<file path="src/sv/mtcf_pkg.sv">
`default_nettype none

package mtcf_pkg;

  // Track table and result limits.
  localparam int DEF_TRACK_COUNT = 16;
  localparam int MAX_RESULTS     = 16;
  localparam int CNT_W           = 5;

  // Field widths.
  localparam int TRK_W  = 4;
  localparam int KIND_W = 3;
  localparam int VOL_W  = 17;
  localparam int GAIN_W = 9;
  localparam int LVL_W  = 8;
  localparam int BASE_W = 8;
  localparam int PROD_W = BASE_W + GAIN_W;
  localparam int MUL2_W = PROD_W + GAIN_W;

  // Stream and configuration port widths.
  localparam int IN_DATA_W  = 24;
  localparam int OUT_DATA_W = 16;
  localparam int CFG_IDX_W  = 3;
  localparam int CFG_DATA_W = 17;

  // Command queue between front and back.
  localparam int QUEUE_DEPTH = 4;
  localparam int QPTR_W      = 2;
  localparam int QCNT_W      = 3;

  // Q16 volume constants, full channel level and Q8 unity gain.
  localparam logic [VOL_W-1:0] Q16_ONE    = 17'h10000;
  localparam logic [VOL_W-1:0] STEP_RESET = 17'd655;
  localparam logic [LVL_W-1:0] FULL_LEVEL = 8'd128;
  localparam logic [GAIN_W-1:0] GAIN_ONE  = 9'd256;

  // Input kind codes.
  localparam logic [KIND_W-1:0] KIND_TICK    = 3'd0;
  localparam logic [KIND_W-1:0] KIND_PLAY    = 3'd1;
  localparam logic [KIND_W-1:0] KIND_STOP    = 3'd2;
  localparam logic [KIND_W-1:0] KIND_RESTART = 3'd3;
  localparam logic [KIND_W-1:0] KIND_LOAD    = 3'd4;
  localparam logic [KIND_W-1:0] KIND_UNLOAD  = 3'd5;
  localparam logic [KIND_W-1:0] KIND_REFRESH = 3'd6;

  // Configuration register indexes.
  localparam logic [CFG_IDX_W-1:0] CFG_MUSIC_GAIN  = 3'd0;
  localparam logic [CFG_IDX_W-1:0] CFG_GLOBAL_GAIN = 3'd1;
  localparam logic [CFG_IDX_W-1:0] CFG_MUTE_ALL    = 3'd2;
  localparam logic [CFG_IDX_W-1:0] CFG_MUTE_MUSIC  = 3'd3;
  localparam logic [CFG_IDX_W-1:0] CFG_DEF_STEP    = 3'd4;

  typedef enum logic [2:0] {
    OP_NONE,
    OP_TICK,
    OP_PLAY,
    OP_STOP,
    OP_RESTART,
    OP_LOAD,
    OP_UNLOAD,
    OP_REFRESH
  } op_t;

  typedef struct packed {
    op_t              op;
    logic [TRK_W-1:0] idx;
    logic             valid;
    logic [VOL_W-1:0] step;
  } cmd_t;

  typedef struct packed {
    logic [GAIN_W-1:0] music_gain;
    logic [GAIN_W-1:0] global_gain;
    logic              mute;
    logic [VOL_W-1:0]  default_step;
  } cfg_t;

endpackage

`default_nettype wire

</file>
<file path="src/sv/mtcf_front.sv">
`default_nettype none

module mtcf_front #(
  parameter int TRACK_COUNT = mtcf_pkg::DEF_TRACK_COUNT
) (
  input  wire                           clk,
  input  wire                           rst_n,
  input  wire                           in_tvalid,
  output logic                          in_tready,
  // track_index[3:0], track_valid[4], fade_step[21:5], zero pad
  input  wire [mtcf_pkg::IN_DATA_W-1:0] in_tdata,
  // kind[2:0]
  input  wire [mtcf_pkg::KIND_W-1:0]    in_tuser,
  output mtcf_pkg::cmd_t                cmd,
  output logic                          cmd_valid,
  input  wire                           cmd_pop
);
  import mtcf_pkg::*;

  cmd_t              q_mem [QUEUE_DEPTH];
  logic [QPTR_W-1:0] wr_ptr_r, wr_ptr_nxt;
  logic [QPTR_W-1:0] rd_ptr_r, rd_ptr_nxt;
  logic [QCNT_W-1:0] cnt_r, cnt_nxt;
  cmd_t              dec;
  logic              push;
  logic              pop;

  // Decode one beat into a command; unused kinds are dropped here.
  always_comb begin
    dec.idx   = in_tdata[TRK_W-1:0];
    dec.valid = in_tdata[TRK_W] && (int'(in_tdata[TRK_W-1:0]) < TRACK_COUNT);
    dec.step  = in_tdata[TRK_W+VOL_W:TRK_W+1];
    case (in_tuser)
      KIND_TICK:    dec.op = OP_TICK;
      KIND_PLAY:    dec.op = OP_PLAY;
      KIND_STOP:    dec.op = OP_STOP;
      KIND_RESTART: dec.op = OP_RESTART;
      KIND_LOAD:    dec.op = OP_LOAD;
      KIND_UNLOAD:  dec.op = OP_UNLOAD;
      KIND_REFRESH: dec.op = OP_REFRESH;
      default:      dec.op = OP_NONE;
    endcase
  end

  assign in_tready = (cnt_r != QCNT_W'(QUEUE_DEPTH));
  assign push      = in_tvalid && in_tready && (dec.op != OP_NONE);
  assign pop       = cmd_pop && cmd_valid;
  assign cmd_valid = (cnt_r != '0);
  assign cmd       = q_mem[rd_ptr_r];

  always_comb begin
    wr_ptr_nxt = push ? wr_ptr_r + QPTR_W'(1) : wr_ptr_r;
    rd_ptr_nxt = pop ? rd_ptr_r + QPTR_W'(1) : rd_ptr_r;
    cnt_nxt    = cnt_r + QCNT_W'(push) - QCNT_W'(pop);
  end

  always_ff @(posedge clk) begin
    if (push) begin
      q_mem[wr_ptr_r] <= dec;
    end
  end

  always_ff @(posedge clk) begin
    if (!rst_n) begin
      wr_ptr_r <= '0;
      rd_ptr_r <= '0;
      cnt_r    <= '0;
    end else begin
      wr_ptr_r <= wr_ptr_nxt;
      rd_ptr_r <= rd_ptr_nxt;
      cnt_r    <= cnt_nxt;
    end
  end

endmodule

`default_nettype wire

</file>
<file path="src/sv/mtcf_back.sv">
`default_nettype none

module mtcf_back #(
  parameter int TRACK_COUNT = mtcf_pkg::DEF_TRACK_COUNT
) (
  input  wire                            clk,
  input  wire                            rst_n,
  input  mtcf_pkg::cmd_t                 cmd,
  input  wire                            cmd_valid,
  output logic                           cmd_pop,
  input  mtcf_pkg::cfg_t                 cfg,
  output logic                           out_tvalid,
  input  wire                            out_tready,
  // out_track[3:0], level[11:4], restart_flag[12], zero pad
  output logic [mtcf_pkg::OUT_DATA_W-1:0] out_tdata,
  output logic                           out_tlast
);
  import mtcf_pkg::*;

  localparam int IDX_W = (TRACK_COUNT > 1) ? $clog2(TRACK_COUNT) : 1;
  localparam logic [IDX_W-1:0] LAST_I = IDX_W'(TRACK_COUNT - 1);

  typedef enum logic [6:0] {
    S_IDLE  = 7'b0000001,
    S_RD    = 7'b0000010,
    S_UPD   = 7'b0000100,
    S_SWEEP = 7'b0001000,
    S_MUL1  = 7'b0010000,
    S_MUL2  = 7'b0100000,
    S_FIN   = 7'b1000000
  } state_t;

  state_t state_r, state_nxt;

  // Command being carried out.
  op_t              op_r, op_nxt;
  logic [IDX_W-1:0] cidx_r, cidx_nxt;
  logic             cvalid_r, cvalid_nxt;
  logic [VOL_W-1:0] cstep_r, cstep_nxt;

  logic [IDX_W-1:0] i_r, i_nxt;
  logic             pass_r, pass_nxt;
  logic [CNT_W-1:0] cnt_r, cnt_nxt;

  // Track flags and written marks for the two stores.
  logic [TRACK_COUNT-1:0] loaded_r, loaded_nxt;
  logic [TRACK_COUNT-1:0] playing_r, playing_nxt;
  logic [TRACK_COUNT-1:0] vinit_r, vinit_nxt;
  logic [TRACK_COUNT-1:0] sinit_r, sinit_nxt;

  logic [VOL_W-1:0] vol_mem  [TRACK_COUNT];
  logic [VOL_W-1:0] step_mem [TRACK_COUNT];
  logic [VOL_W-1:0] vol_rd_r;
  logic [VOL_W-1:0] step_rd_r;
  logic             vol_we, step_we;
  logic [IDX_W-1:0] vol_wa, step_wa;
  logic [VOL_W-1:0] vol_wd, step_wd;

  // Result under construction.
  logic [TRK_W-1:0]  res_trk_r, res_trk_nxt;
  logic              res_rst_r, res_rst_nxt;
  logic [BASE_W-1:0] base_r, base_nxt;
  logic [PROD_W-1:0] prod_r, prod_nxt;

  // One held result, so that the last flag can be set once the walk ends.
  logic              pnd_vld_r, pnd_vld_nxt;
  logic [TRK_W-1:0]  pnd_trk_r, pnd_trk_nxt;
  logic [LVL_W-1:0]  pnd_lvl_r, pnd_lvl_nxt;
  logic              pnd_rst_r, pnd_rst_nxt;

  // Output register.
  logic              out_vld_r, out_vld_nxt;
  logic [TRK_W-1:0]  out_trk_r, out_trk_nxt;
  logic [LVL_W-1:0]  out_lvl_r, out_lvl_nxt;
  logic              out_rst_r, out_rst_nxt;
  logic              out_last_r, out_last_nxt;
  logic              out_free;

  // Walk advance.
  state_t            adv_state;
  logic [IDX_W-1:0]  adv_i;
  logic              adv_pass;
  logic              at_end;

  logic [VOL_W-1:0]  vol_cur, step_cur, newv;
  logic [VOL_W:0]    sum;
  logic              hit;
  logic [IDX_W-1:0]  new_cidx;
  logic [MUL2_W-1:0] mul2;
  logic [LVL_W+1:0]  lvl_q;
  logic [LVL_W-1:0]  lvl;
  logic              start_trk, stop_trk;

  assign out_free   = !out_vld_r || out_tready;
  assign out_tvalid = out_vld_r;
  assign out_tlast  = out_last_r;
  assign out_tdata  = {(OUT_DATA_W - TRK_W - LVL_W - 1)'(0), out_rst_r, out_lvl_r, out_trk_r};

  assign at_end   = (i_r == LAST_I);
  assign new_cidx = IDX_W'(cmd.idx);
  assign vol_cur  = vinit_r[i_r] ? vol_rd_r : '0;
  assign step_cur = sinit_r[i_r] ? step_rd_r : STEP_RESET;
  assign sum      = {1'b0, vol_cur} + {1'b0, step_cur};

  always_comb begin
    mul2  = prod_r * cfg.global_gain;
    lvl_q = mul2[MUL2_W-1:16];
    if (cfg.mute) begin
      lvl = '0;
    end else if (lvl_q > (LVL_W+2)'(FULL_LEVEL)) begin
      lvl = FULL_LEVEL;
    end else begin
      lvl = lvl_q[LVL_W-1:0];
    end
  end

  always_comb begin
    adv_i    = i_r;
    adv_pass = pass_r;
    if (op_r == OP_RESTART || op_r == OP_LOAD) begin
      adv_state = S_FIN;
    end else if (at_end) begin
      if (op_r == OP_TICK && !pass_r) begin
        adv_pass  = 1'b1;
        adv_i     = '0;
        adv_state = S_RD;
      end else begin
        adv_state = S_FIN;
      end
    end else begin
      adv_i     = i_r + IDX_W'(1);
      adv_state = S_RD;
    end
  end

  // Per-track update during a tick, refresh or restart.
  always_comb begin
    hit  = 1'b0;
    newv = vol_cur;
    case (op_r)
      OP_TICK: begin
        if (!pass_r) begin
          hit  = playing_r[i_r] && (vol_cur < Q16_ONE);
          newv = (sum > {1'b0, Q16_ONE}) ? Q16_ONE : sum[VOL_W-1:0];
        end else begin
          hit  = !playing_r[i_r] && (vol_cur != '0);
          newv = (step_cur >= vol_cur) ? '0 : vol_cur - step_cur;
        end
      end
      OP_REFRESH, OP_RESTART: begin
        hit = 1'b1;
      end
      default: begin
        hit = 1'b0;
      end
    endcase
  end

  assign start_trk = (op_r == OP_PLAY) && cvalid_r && (i_r == cidx_r) && loaded_r[i_r];
  assign stop_trk  = loaded_r[i_r] && playing_r[i_r];

  always_comb begin
    state_nxt   = state_r;
    op_nxt      = op_r;
    cidx_nxt    = cidx_r;
    cvalid_nxt  = cvalid_r;
    cstep_nxt   = cstep_r;
    i_nxt       = i_r;
    pass_nxt    = pass_r;
    cnt_nxt     = cnt_r;
    loaded_nxt  = loaded_r;
    playing_nxt = playing_r;
    vinit_nxt   = vinit_r;
    sinit_nxt   = sinit_r;
    res_trk_nxt = res_trk_r;
    res_rst_nxt = res_rst_r;
    base_nxt    = base_r;
    prod_nxt    = prod_r;
    pnd_vld_nxt = pnd_vld_r;
    pnd_trk_nxt = pnd_trk_r;
    pnd_lvl_nxt = pnd_lvl_r;
    pnd_rst_nxt = pnd_rst_r;
    out_vld_nxt = out_vld_r && !out_tready;
    out_trk_nxt = out_trk_r;
    out_lvl_nxt = out_lvl_r;
    out_rst_nxt = out_rst_r;
    out_last_nxt = out_last_r;
    cmd_pop     = 1'b0;
    vol_we      = 1'b0;
    vol_wa      = i_r;
    vol_wd      = newv;
    step_we     = 1'b0;
    step_wa     = i_r;
    step_wd     = cstep_r;

    case (state_r)
      S_IDLE: begin
        if (cmd_valid) begin
          cmd_pop    = 1'b1;
          op_nxt     = cmd.op;
          cidx_nxt   = new_cidx;
          cvalid_nxt = cmd.valid;
          cstep_nxt  = cmd.step;
          cnt_nxt    = '0;
          pass_nxt   = 1'b0;
          i_nxt      = '0;
          case (cmd.op)
            OP_TICK, OP_REFRESH: begin
              state_nxt = S_RD;
            end
            OP_PLAY, OP_STOP: begin
              state_nxt = S_SWEEP;
            end
            OP_RESTART: begin
              if (cmd.valid && loaded_r[new_cidx]) begin
                i_nxt     = new_cidx;
                state_nxt = S_RD;
              end
            end
            OP_LOAD: begin
              if (cmd.valid) begin
                vol_we                = 1'b1;
                vol_wa                = new_cidx;
                vol_wd                = '0;
                step_we               = 1'b1;
                step_wa               = new_cidx;
                step_wd               = cfg.default_step;
                vinit_nxt[new_cidx]   = 1'b1;
                sinit_nxt[new_cidx]   = 1'b1;
                loaded_nxt[new_cidx]  = 1'b1;
                playing_nxt[new_cidx] = 1'b0;
                res_trk_nxt           = cmd.idx;
                res_rst_nxt           = 1'b1;
                base_nxt              = '0;
                state_nxt             = S_MUL1;
              end
            end
            OP_UNLOAD: begin
              if (cmd.valid && loaded_r[new_cidx]) begin
                loaded_nxt[new_cidx]  = 1'b0;
                playing_nxt[new_cidx] = 1'b0;
              end
            end
            default: begin
              state_nxt = S_IDLE;
            end
          endcase
        end
      end

      S_RD: begin
        state_nxt = S_UPD;
      end

      S_UPD: begin
        if (hit && op_r == OP_TICK) begin
          vol_we         = 1'b1;
          vinit_nxt[i_r] = 1'b1;
        end
        if (hit && cnt_r < CNT_W'(MAX_RESULTS)) begin
          base_nxt    = newv[VOL_W-1:VOL_W-BASE_W];
          res_trk_nxt = TRK_W'(i_r);
          res_rst_nxt = (op_r == OP_RESTART);
          cnt_nxt     = cnt_r + CNT_W'(1);
          state_nxt   = S_MUL1;
        end else begin
          i_nxt     = adv_i;
          pass_nxt  = adv_pass;
          state_nxt = adv_state;
        end
      end

      S_SWEEP: begin
        if (start_trk) begin
          playing_nxt[i_r] = 1'b1;
        end else if (stop_trk) begin
          playing_nxt[i_r] = 1'b0;
        end
        if ((start_trk || stop_trk) && cstep_r != '0) begin
          step_we        = 1'b1;
          sinit_nxt[i_r] = 1'b1;
        end
        if (at_end) begin
          state_nxt = S_IDLE;
        end else begin
          i_nxt = i_r + IDX_W'(1);
        end
      end

      S_MUL1: begin
        prod_nxt  = base_r * cfg.music_gain;
        state_nxt = S_MUL2;
      end

      S_MUL2: begin
        if (!pnd_vld_r || out_free) begin
          if (pnd_vld_r) begin
            out_vld_nxt  = 1'b1;
            out_trk_nxt  = pnd_trk_r;
            out_lvl_nxt  = pnd_lvl_r;
            out_rst_nxt  = pnd_rst_r;
            out_last_nxt = 1'b0;
          end
          pnd_vld_nxt = 1'b1;
          pnd_trk_nxt = res_trk_r;
          pnd_lvl_nxt = lvl;
          pnd_rst_nxt = res_rst_r;
          i_nxt       = adv_i;
          pass_nxt    = adv_pass;
          state_nxt   = adv_state;
        end
      end

      S_FIN: begin
        if (!pnd_vld_r) begin
          state_nxt = S_IDLE;
        end else if (out_free) begin
          out_vld_nxt  = 1'b1;
          out_trk_nxt  = pnd_trk_r;
          out_lvl_nxt  = pnd_lvl_r;
          out_rst_nxt  = pnd_rst_r;
          out_last_nxt = 1'b1;
          pnd_vld_nxt  = 1'b0;
          state_nxt    = S_IDLE;
        end
      end

      default: begin
        state_nxt = S_IDLE;
      end
    endcase
  end

  always_ff @(posedge clk) begin
    if (vol_we) begin
      vol_mem[vol_wa] <= vol_wd;
    end
    vol_rd_r <= vol_mem[i_r];
  end

  always_ff @(posedge clk) begin
    if (step_we) begin
      step_mem[step_wa] <= step_wd;
    end
    step_rd_r <= step_mem[i_r];
  end

  always_ff @(posedge clk) begin
    if (!rst_n) begin
      state_r   <= S_IDLE;
      op_r      <= OP_NONE;
      i_r       <= '0;
      pass_r    <= 1'b0;
      cnt_r     <= '0;
      loaded_r  <= '0;
      playing_r <= '0;
      vinit_r   <= '0;
      sinit_r   <= '0;
      pnd_vld_r <= 1'b0;
      out_vld_r <= 1'b0;
    end else begin
      state_r   <= state_nxt;
      op_r      <= op_nxt;
      i_r       <= i_nxt;
      pass_r    <= pass_nxt;
      cnt_r     <= cnt_nxt;
      loaded_r  <= loaded_nxt;
      playing_r <= playing_nxt;
      vinit_r   <= vinit_nxt;
      sinit_r   <= sinit_nxt;
      pnd_vld_r <= pnd_vld_nxt;
      out_vld_r <= out_vld_nxt;
    end
  end

  always_ff @(posedge clk) begin
    cidx_r     <= cidx_nxt;
    cvalid_r   <= cvalid_nxt;
    cstep_r    <= cstep_nxt;
    res_trk_r  <= res_trk_nxt;
    res_rst_r  <= res_rst_nxt;
    base_r     <= base_nxt;
    prod_r     <= prod_nxt;
    pnd_trk_r  <= pnd_trk_nxt;
    pnd_lvl_r  <= pnd_lvl_nxt;
    pnd_rst_r  <= pnd_rst_nxt;
    out_trk_r  <= out_trk_nxt;
    out_lvl_r  <= out_lvl_nxt;
    out_rst_r  <= out_rst_nxt;
    out_last_r <= out_last_nxt;
  end

endmodule

`default_nettype wire

</file>
<file path="src/sv/multi_track_crossfade_ramp.sv">
`default_nettype none

// Multi-track crossfade ramp. Each input beat is a command (kind in tuser):
// a tick ramps playing tracks up toward full volume and stopped tracks down
// toward silence, play stops every playing track and starts one, stop stops
// all, restart and load report one track, unload drops a track and refresh
// reports every track. Each report is a result beat carrying the track, its
// channel level (volume times 128, scaled by the two Q8 gains, saturated at
// 128, zero when muted) and a restart flag; tlast marks the final result of
// a command. A front stage decodes beats into a four-deep command queue, so
// the input keeps accepting while the back engine works, until the queue is
// full. The engine walks the track table one track at a time through its
// volume and step memories: each track visited is read, then updated, and
// each result passes the two gain multiplier stages; a walk closes in
// S_FIN. A tick visits all tracks twice, refresh visits all once, and
// play and stop sweep every track once. At most sixteen results follow
// one command. Configuration registers are to be written only while the
// block is idle.

module multi_track_crossfade_ramp #(
  parameter int TRACK_COUNT = mtcf_pkg::DEF_TRACK_COUNT
) (
  input  wire                             clk,
  input  wire                             rst_n,
  // Command beats.
  input  wire                             in_tvalid,
  output logic                            in_tready,
  // track_index[3:0], track_valid[4], fade_step[21:5], zero pad [23:22]
  input  wire [mtcf_pkg::IN_DATA_W-1:0]   in_tdata,
  // kind[2:0]
  input  wire [mtcf_pkg::KIND_W-1:0]      in_tuser,
  // Result beats.
  output logic                            out_tvalid,
  input  wire                             out_tready,
  // out_track[3:0], level[11:4], restart_flag[12], zero pad [15:13]
  output logic [mtcf_pkg::OUT_DATA_W-1:0] out_tdata,
  output logic                            out_tlast,
  // Configuration writes.
  input  wire                             cfg_we,
  input  wire [mtcf_pkg::CFG_IDX_W-1:0]   cfg_idx,
  input  wire [mtcf_pkg::CFG_DATA_W-1:0]  cfg_data
);
  import mtcf_pkg::*;

  logic [GAIN_W-1:0] music_gain_r;
  logic [GAIN_W-1:0] global_gain_r;
  logic              mute_all_r;
  logic              mute_music_r;
  logic [VOL_W-1:0]  def_step_r;

  cfg_t cfg;
  cmd_t cmd;
  logic cmd_valid;
  logic cmd_pop;

  // Configuration registers; writes to unused indexes are ignored.
  always_ff @(posedge clk) begin
    if (!rst_n) begin
      music_gain_r  <= GAIN_ONE;
      global_gain_r <= GAIN_ONE;
      mute_all_r    <= 1'b0;
      mute_music_r  <= 1'b0;
      def_step_r    <= STEP_RESET;
    end else if (cfg_we) begin
      case (cfg_idx)
        CFG_MUSIC_GAIN:  music_gain_r  <= cfg_data[GAIN_W-1:0];
        CFG_GLOBAL_GAIN: global_gain_r <= cfg_data[GAIN_W-1:0];
        CFG_MUTE_ALL:    mute_all_r    <= cfg_data[0];
        CFG_MUTE_MUSIC:  mute_music_r  <= cfg_data[0];
        CFG_DEF_STEP:    def_step_r    <= cfg_data[VOL_W-1:0];
        default:         ;
      endcase
    end
  end

  // Both mutes have the same effect on the level, so they merge here.
  always_comb begin
    cfg.music_gain   = music_gain_r;
    cfg.global_gain  = global_gain_r;
    cfg.mute         = mute_all_r || mute_music_r;
    cfg.default_step = def_step_r;
  end

  mtcf_front #(
    .TRACK_COUNT(TRACK_COUNT)
  ) u_front (
    .clk       (clk),
    .rst_n     (rst_n),
    .in_tvalid (in_tvalid),
    .in_tready (in_tready),
    .in_tdata  (in_tdata),
    .in_tuser  (in_tuser),
    .cmd       (cmd),
    .cmd_valid (cmd_valid),
    .cmd_pop   (cmd_pop)
  );

  mtcf_back #(
    .TRACK_COUNT(TRACK_COUNT)
  ) u_back (
    .clk        (clk),
    .rst_n      (rst_n),
    .cmd        (cmd),
    .cmd_valid  (cmd_valid),
    .cmd_pop    (cmd_pop),
    .cfg        (cfg),
    .out_tvalid (out_tvalid),
    .out_tready (out_tready),
    .out_tdata  (out_tdata),
    .out_tlast  (out_tlast)
  );

endmodule

`default_nettype wire

</file>
<file path="config.mk">
export PLATFORM = sky130hd
export DESIGN_NAME = multi_track_crossfade_ramp
export DESIGN_NICKNAME = d
export VERILOG_FILES = /design/src/sv/mtcf_pkg.sv /design/src/sv/mtcf_front.sv /design/src/sv/mtcf_back.sv /design/src/sv/multi_track_crossfade_ramp.sv
export SDC_FILE = /design/constraint.sdc
export NUM_CORES = 2
export LEC_CHECK = 0
export BUFFER_PORTS_ARGS = -buffer_cell sky130_fd_sc_hd__buf_2
export CORE_MARGIN = 1
export CORE_UTILIZATION = 67
export DETAILED_ROUTE_END_ITERATION = 16
export GPL_TIMING_DRIVEN = 0
export PLACE_DENSITY = 0.8
export SLEW_MARGIN = 20
export SYNTH_ARGS = -nofsm -noshare
export SYNTH_HDL_FRONTEND = slang
export SYNTH_SLANG_ARGS = --single-unit
</file>
<file path="constraint.sdc">
create_clock -name clk -period 11.52 [get_ports clk]
set_input_delay 2.88 -clock clk [delete_from_list [all_inputs] [get_ports clk]]
set_output_delay 2.88 -clock clk [all_outputs]
set_load 0.03 [all_outputs]
</file>
==> impl_metrics.py <==
metrics = {
    "sta": {
        "grt_setup_unrepaired": "no",
        "timing.final.hold_violations": 0,
        "time_the_final_worst_path_needs_with_i_o_delays_and_setup_ps": 7860,
        "setup_total_negative_slack_ps": 0,
        "maxSlewHeadroom_pct": 17.1,
        "final_number_of_setup_violating_endpoints": 0,
        "max_freq_mhz": 127,
        "clock_skew_ps": 38.9,
        "final.period_utilization_pct": 68.2,
        "worst_pin_slew_ps": 1230,
        "slew_viol_final": 0,
    },
    "logic_synthesis": {
        "synth_warnings": 0,
        "synth_cells": 3086,
        "synth.top_cell.area_share_pct": 49.9,
        "number_of_enable_flip_flop_cells_after_synthesis": 723,
        "async_reset_ff_share_pct": 0,
        "post_synth_main_area_contributors": "edfxtp_1 50%, mux4_2 11%, dfxtp_1 7.6%, fa_1 6.9%, ha_1 3.6%",
        "postSynthAreaPerCell_um2": 14.1,
        "post_synth_num_cell_types": 91,
        "postSynthRegisterBits": 889,
        "synthDominantAreaCellType": "edfxtp_1",
        "mappedNetlistArea_um2": 43500,
        "synth.yosys.seq_area_share_pct": 57.5,
        "ys_dominant_reg_cell": "edfxtp_1",
    },
    "critical_path": {
        "timing.critical_path.fanout_max": 16,
        "timing.critical_path.arrival_ps": 8160,
        "required_ps": 11820,
        "critPathKind": "reg2reg",
        "crit_path_end_kind": "register",
        "worstSetupStartpointType": "register",
    },
    "placed_design": {
        "dp.cells": 4028,
        "place_congestion": 0.927,
        "hpwl_um": 80400,
        "portBuffers": 64,
    },
    "clock_network": {
        "tritoncts": "built",
        "number_of_buffers_inserted_during_clock_tree_synthesis": 88,
        "cts-hold-fix-buffers": 0,
        "clk-insertion-delay-late_ps": 670,
        "htreeDepth": 3,
        "root_buffer": "clkbuf_16",
        "clock_sinks": 889,
        "cts-resized-gates": 0,
        "clockBufferDepth": 3,
        "clk_pin_slew_ps": 60,
        "postCtsSetupRepairBufs": 0,
    },
    "worst_hold_path": {
        "timing.hold.worst.class": "reg2reg",
    },
    "global_routing": {
        "grt.total_usage_pct": 36.8,
        "met3_usage_pct": 8.43,
        "grt.busiest_layer": "met2",
        "maximum_number_of_pins_on_one_net_before_global_route_repair": 33,
        "first_global_vias": 28600,
        "antenna_found_initial": 6,
        "groute.layer.met2.usage_pct": 59.8,
        "grt_pass1_wl_um": 177000,
        "globalRoute.totalOverflow": 0,
        "groute.layer.met1.usage_pct": 47.0,
    },
    "floorplanning": {
        "core.rowCount": 93,
        "start_util_pct": 67.6,
        "die-height_um": 257,
        "core_region_area_um2": 64300,
        "design.die.area_um2": 66000,
        "die-width_um": 257,
        "io-pin-count": 71,
    },
    "run_status": {
        "status": "finished, final reports clean",
    },
    "detailed_routing": {
        "drtAntennaViolNets": 0,
        "routedWlPerCell_um": 28.5,
        "vias_per_cell": 6.69,
        "detailroute.via_count": 28100,
        "post-route-drc-count": 0,
        "dr.first_iter.drc_count": 3419,
        "drt-pass1-iter-count": 6,
        "detail_route.wirelength_um": 119000,
    },
    "run": {
        "max-cap-violations": 0,
    },
    "final_layout": {
        "syn_to_final_growth_pct": 11.5,
        "layout-drive-gt1-share_pct": 16.6,
        "design.final.nets": 3590,
        "finish.cell_count_without_fillers": 4195,
        "final.fill_count": 3772,
    },
    "power_and_ir_drop": {
        "worst_vdd_rail_ir_drop_uv": 179,
        "power.density_cell_area_nw_per_um2": 194,
        "total_leakage_power_nw": 17.4,
    },
}
-- path summary, 6_finish.rpt --
kind                             from                      to  slack (ps)  cells past startpoint
setup / recovery        u_back.i_r[1]  u_back.vol_mem[13][15]        3660                     19
hold / removal    u_back.pnd_trk_r[3]     u_back.out_trk_r[3]         420                      0
hold reg to reg   u_back.pnd_trk_r[3]     u_back.out_trk_r[3]         420                      0
setup reg to reg        u_back.i_r[1]  u_back.vol_mem[13][15]        3660                     19
-- state kept, by name (all words and copies together), names as in the netlist, 5 cells and up, named ones only --
name	count
global_gain_r	9
u_back.step_mem	272
u_front.q_mem	100
u_back.cstep_r	17
u_back.state_r	7
u_back.pnd_lvl_r	8
u_back.prod_r	17
u_back.vinit_r	16
u_back.sinit_r	16
u_back.vol_mem	272
u_back.vol_rd_r	17
music_gain_r	9
u_back.out_lvl_r	8
u_back.base_r	8
u_back.step_rd_r	17
def_step_r	17
u_back.cnt_r	5
-- cell usage in the layout, fill, tap and decap left out, types with 22 or more instances in the layout --
master / netlist / final
edfxtp_1: 723 / 723
nand2_1: 306 / 306
mux4_2: 214 / 214
inv_1: 201 / 201
dfxtp_1: 166 / 166
and2_1: 160 / 156
fa_1: 150 / 150
nor2_1: 164 / 129
clkbuf_1: 108 / 127
ha_1: 124 / 124
a21oi_1: 114 / 107
clkbuf_16: 0 / 88
buf_2: 15 / 80
o21ai_0: 68 / 68
xnor2_1: 41 / 41
nor2b_1: 36 / 36
a21boi_0: 35 / 35
nand3_1: 28 / 28
nand2b_1: 24 / 24
nor2_4: 0 / 24
nor3_1: 25 / 23
a22oi_1: 23 / 23
o21a_1: 23 / 23
o21ai_1: 22 / 22
-- Yosys cell counts, drive strengths merged (41+ instances only) --
library cell and n:
ha 124, nor2 164, inv 202, o21ai 91, and2 160, nand2 308, a21oi 114, clkbuf 108
mux4 214, fa 150, buf 50, xnor2 41, edfxtp 723, dfxtp 166
-- metrics by stage --
step	cell area, µm²	power, W	setup slack (ps)	utilization (%)	hold slack, ps
after floorplan	43500	0.00560	5780	-	400
after global placement	44900	0.00622	3060	69.8	404
after detailed placement	45500	0.00638	3960	70.7	405
after CTS	48400	0.00932	3800	75.3	421
after global routing	48500	0.00962	3440	75.4	422
final	48500	0.00939	3660	75.4	419
-- metal layers --
layer / vias to the layer above / share of wire [%]
li1: 11700 / -
met4: 4 / 5.0
met1: 14000 / 36
met3: 406 / 11
met5: - / 0.023
met2: 1950 / 48
-- kinds of logic (layout without fill, tap and decap cells) --
logic type	after synthesis	count (layout)	share of synthesized area, %
AOI/OAI and AO/OA	418	418	6.24
xor gates and xnor gates	59	59	1.19
adders and majority gates	274	274	10.5
buffers and inverters	361	610	3.32
DFF	889	889	57.5
muxes	235	235	11.6
other	1	6	0.00862
and+or+nand+nor	849	849	9.67
-- final cells by class --
| type | instances | area (µm²) | share of cell area, % |
|---|---|---|---|
| well taps | 855 | 1070 | 2.21 |
| clock inverters | 45 | 546 | 1.12 |
| multi-input cells | 1838 | 17300 | 35.7 |
| plain buffers | 158 | 697 | 1.44 |
| diodes | 3 | 7.51 | 0.0155 |
| inverters | 203 | 763 | 1.57 |
| flip-flops and latches | 889 | 25000 | 51.6 |
| clock buffers | 118 | 2400 | 4.96 |
| repair buffers | 86 | 652 | 1.34 |
-- power breakdown --
| group | internal, W | switching, W |
|---|---|---|
| logic | 0.000760 | 0.00149 |
| registers | 0.00404 | 0.000148 |
| clock network | 0.00166 | 0.00129 |
-- worst max-delay path: stages (launching register included) --
cell	delay, ps
dfxtp_1	380
buf_2	310
buf_4	290
clkbuf_1	720
mux4_2	410
mux4_2	660
clkbuf_1	260
nand2_1	300
ha_1	310
clkbuf_1	250
nor4b_2	590
nand2_1	100
nor3_1	500
o21ai_0	170
nand4bb_1	180
a21boi_1	370
clkbuf_1	450
a221o_1	240
o21ai_1	170
nor2_1	780
Power figures use the tool's default switching activity.
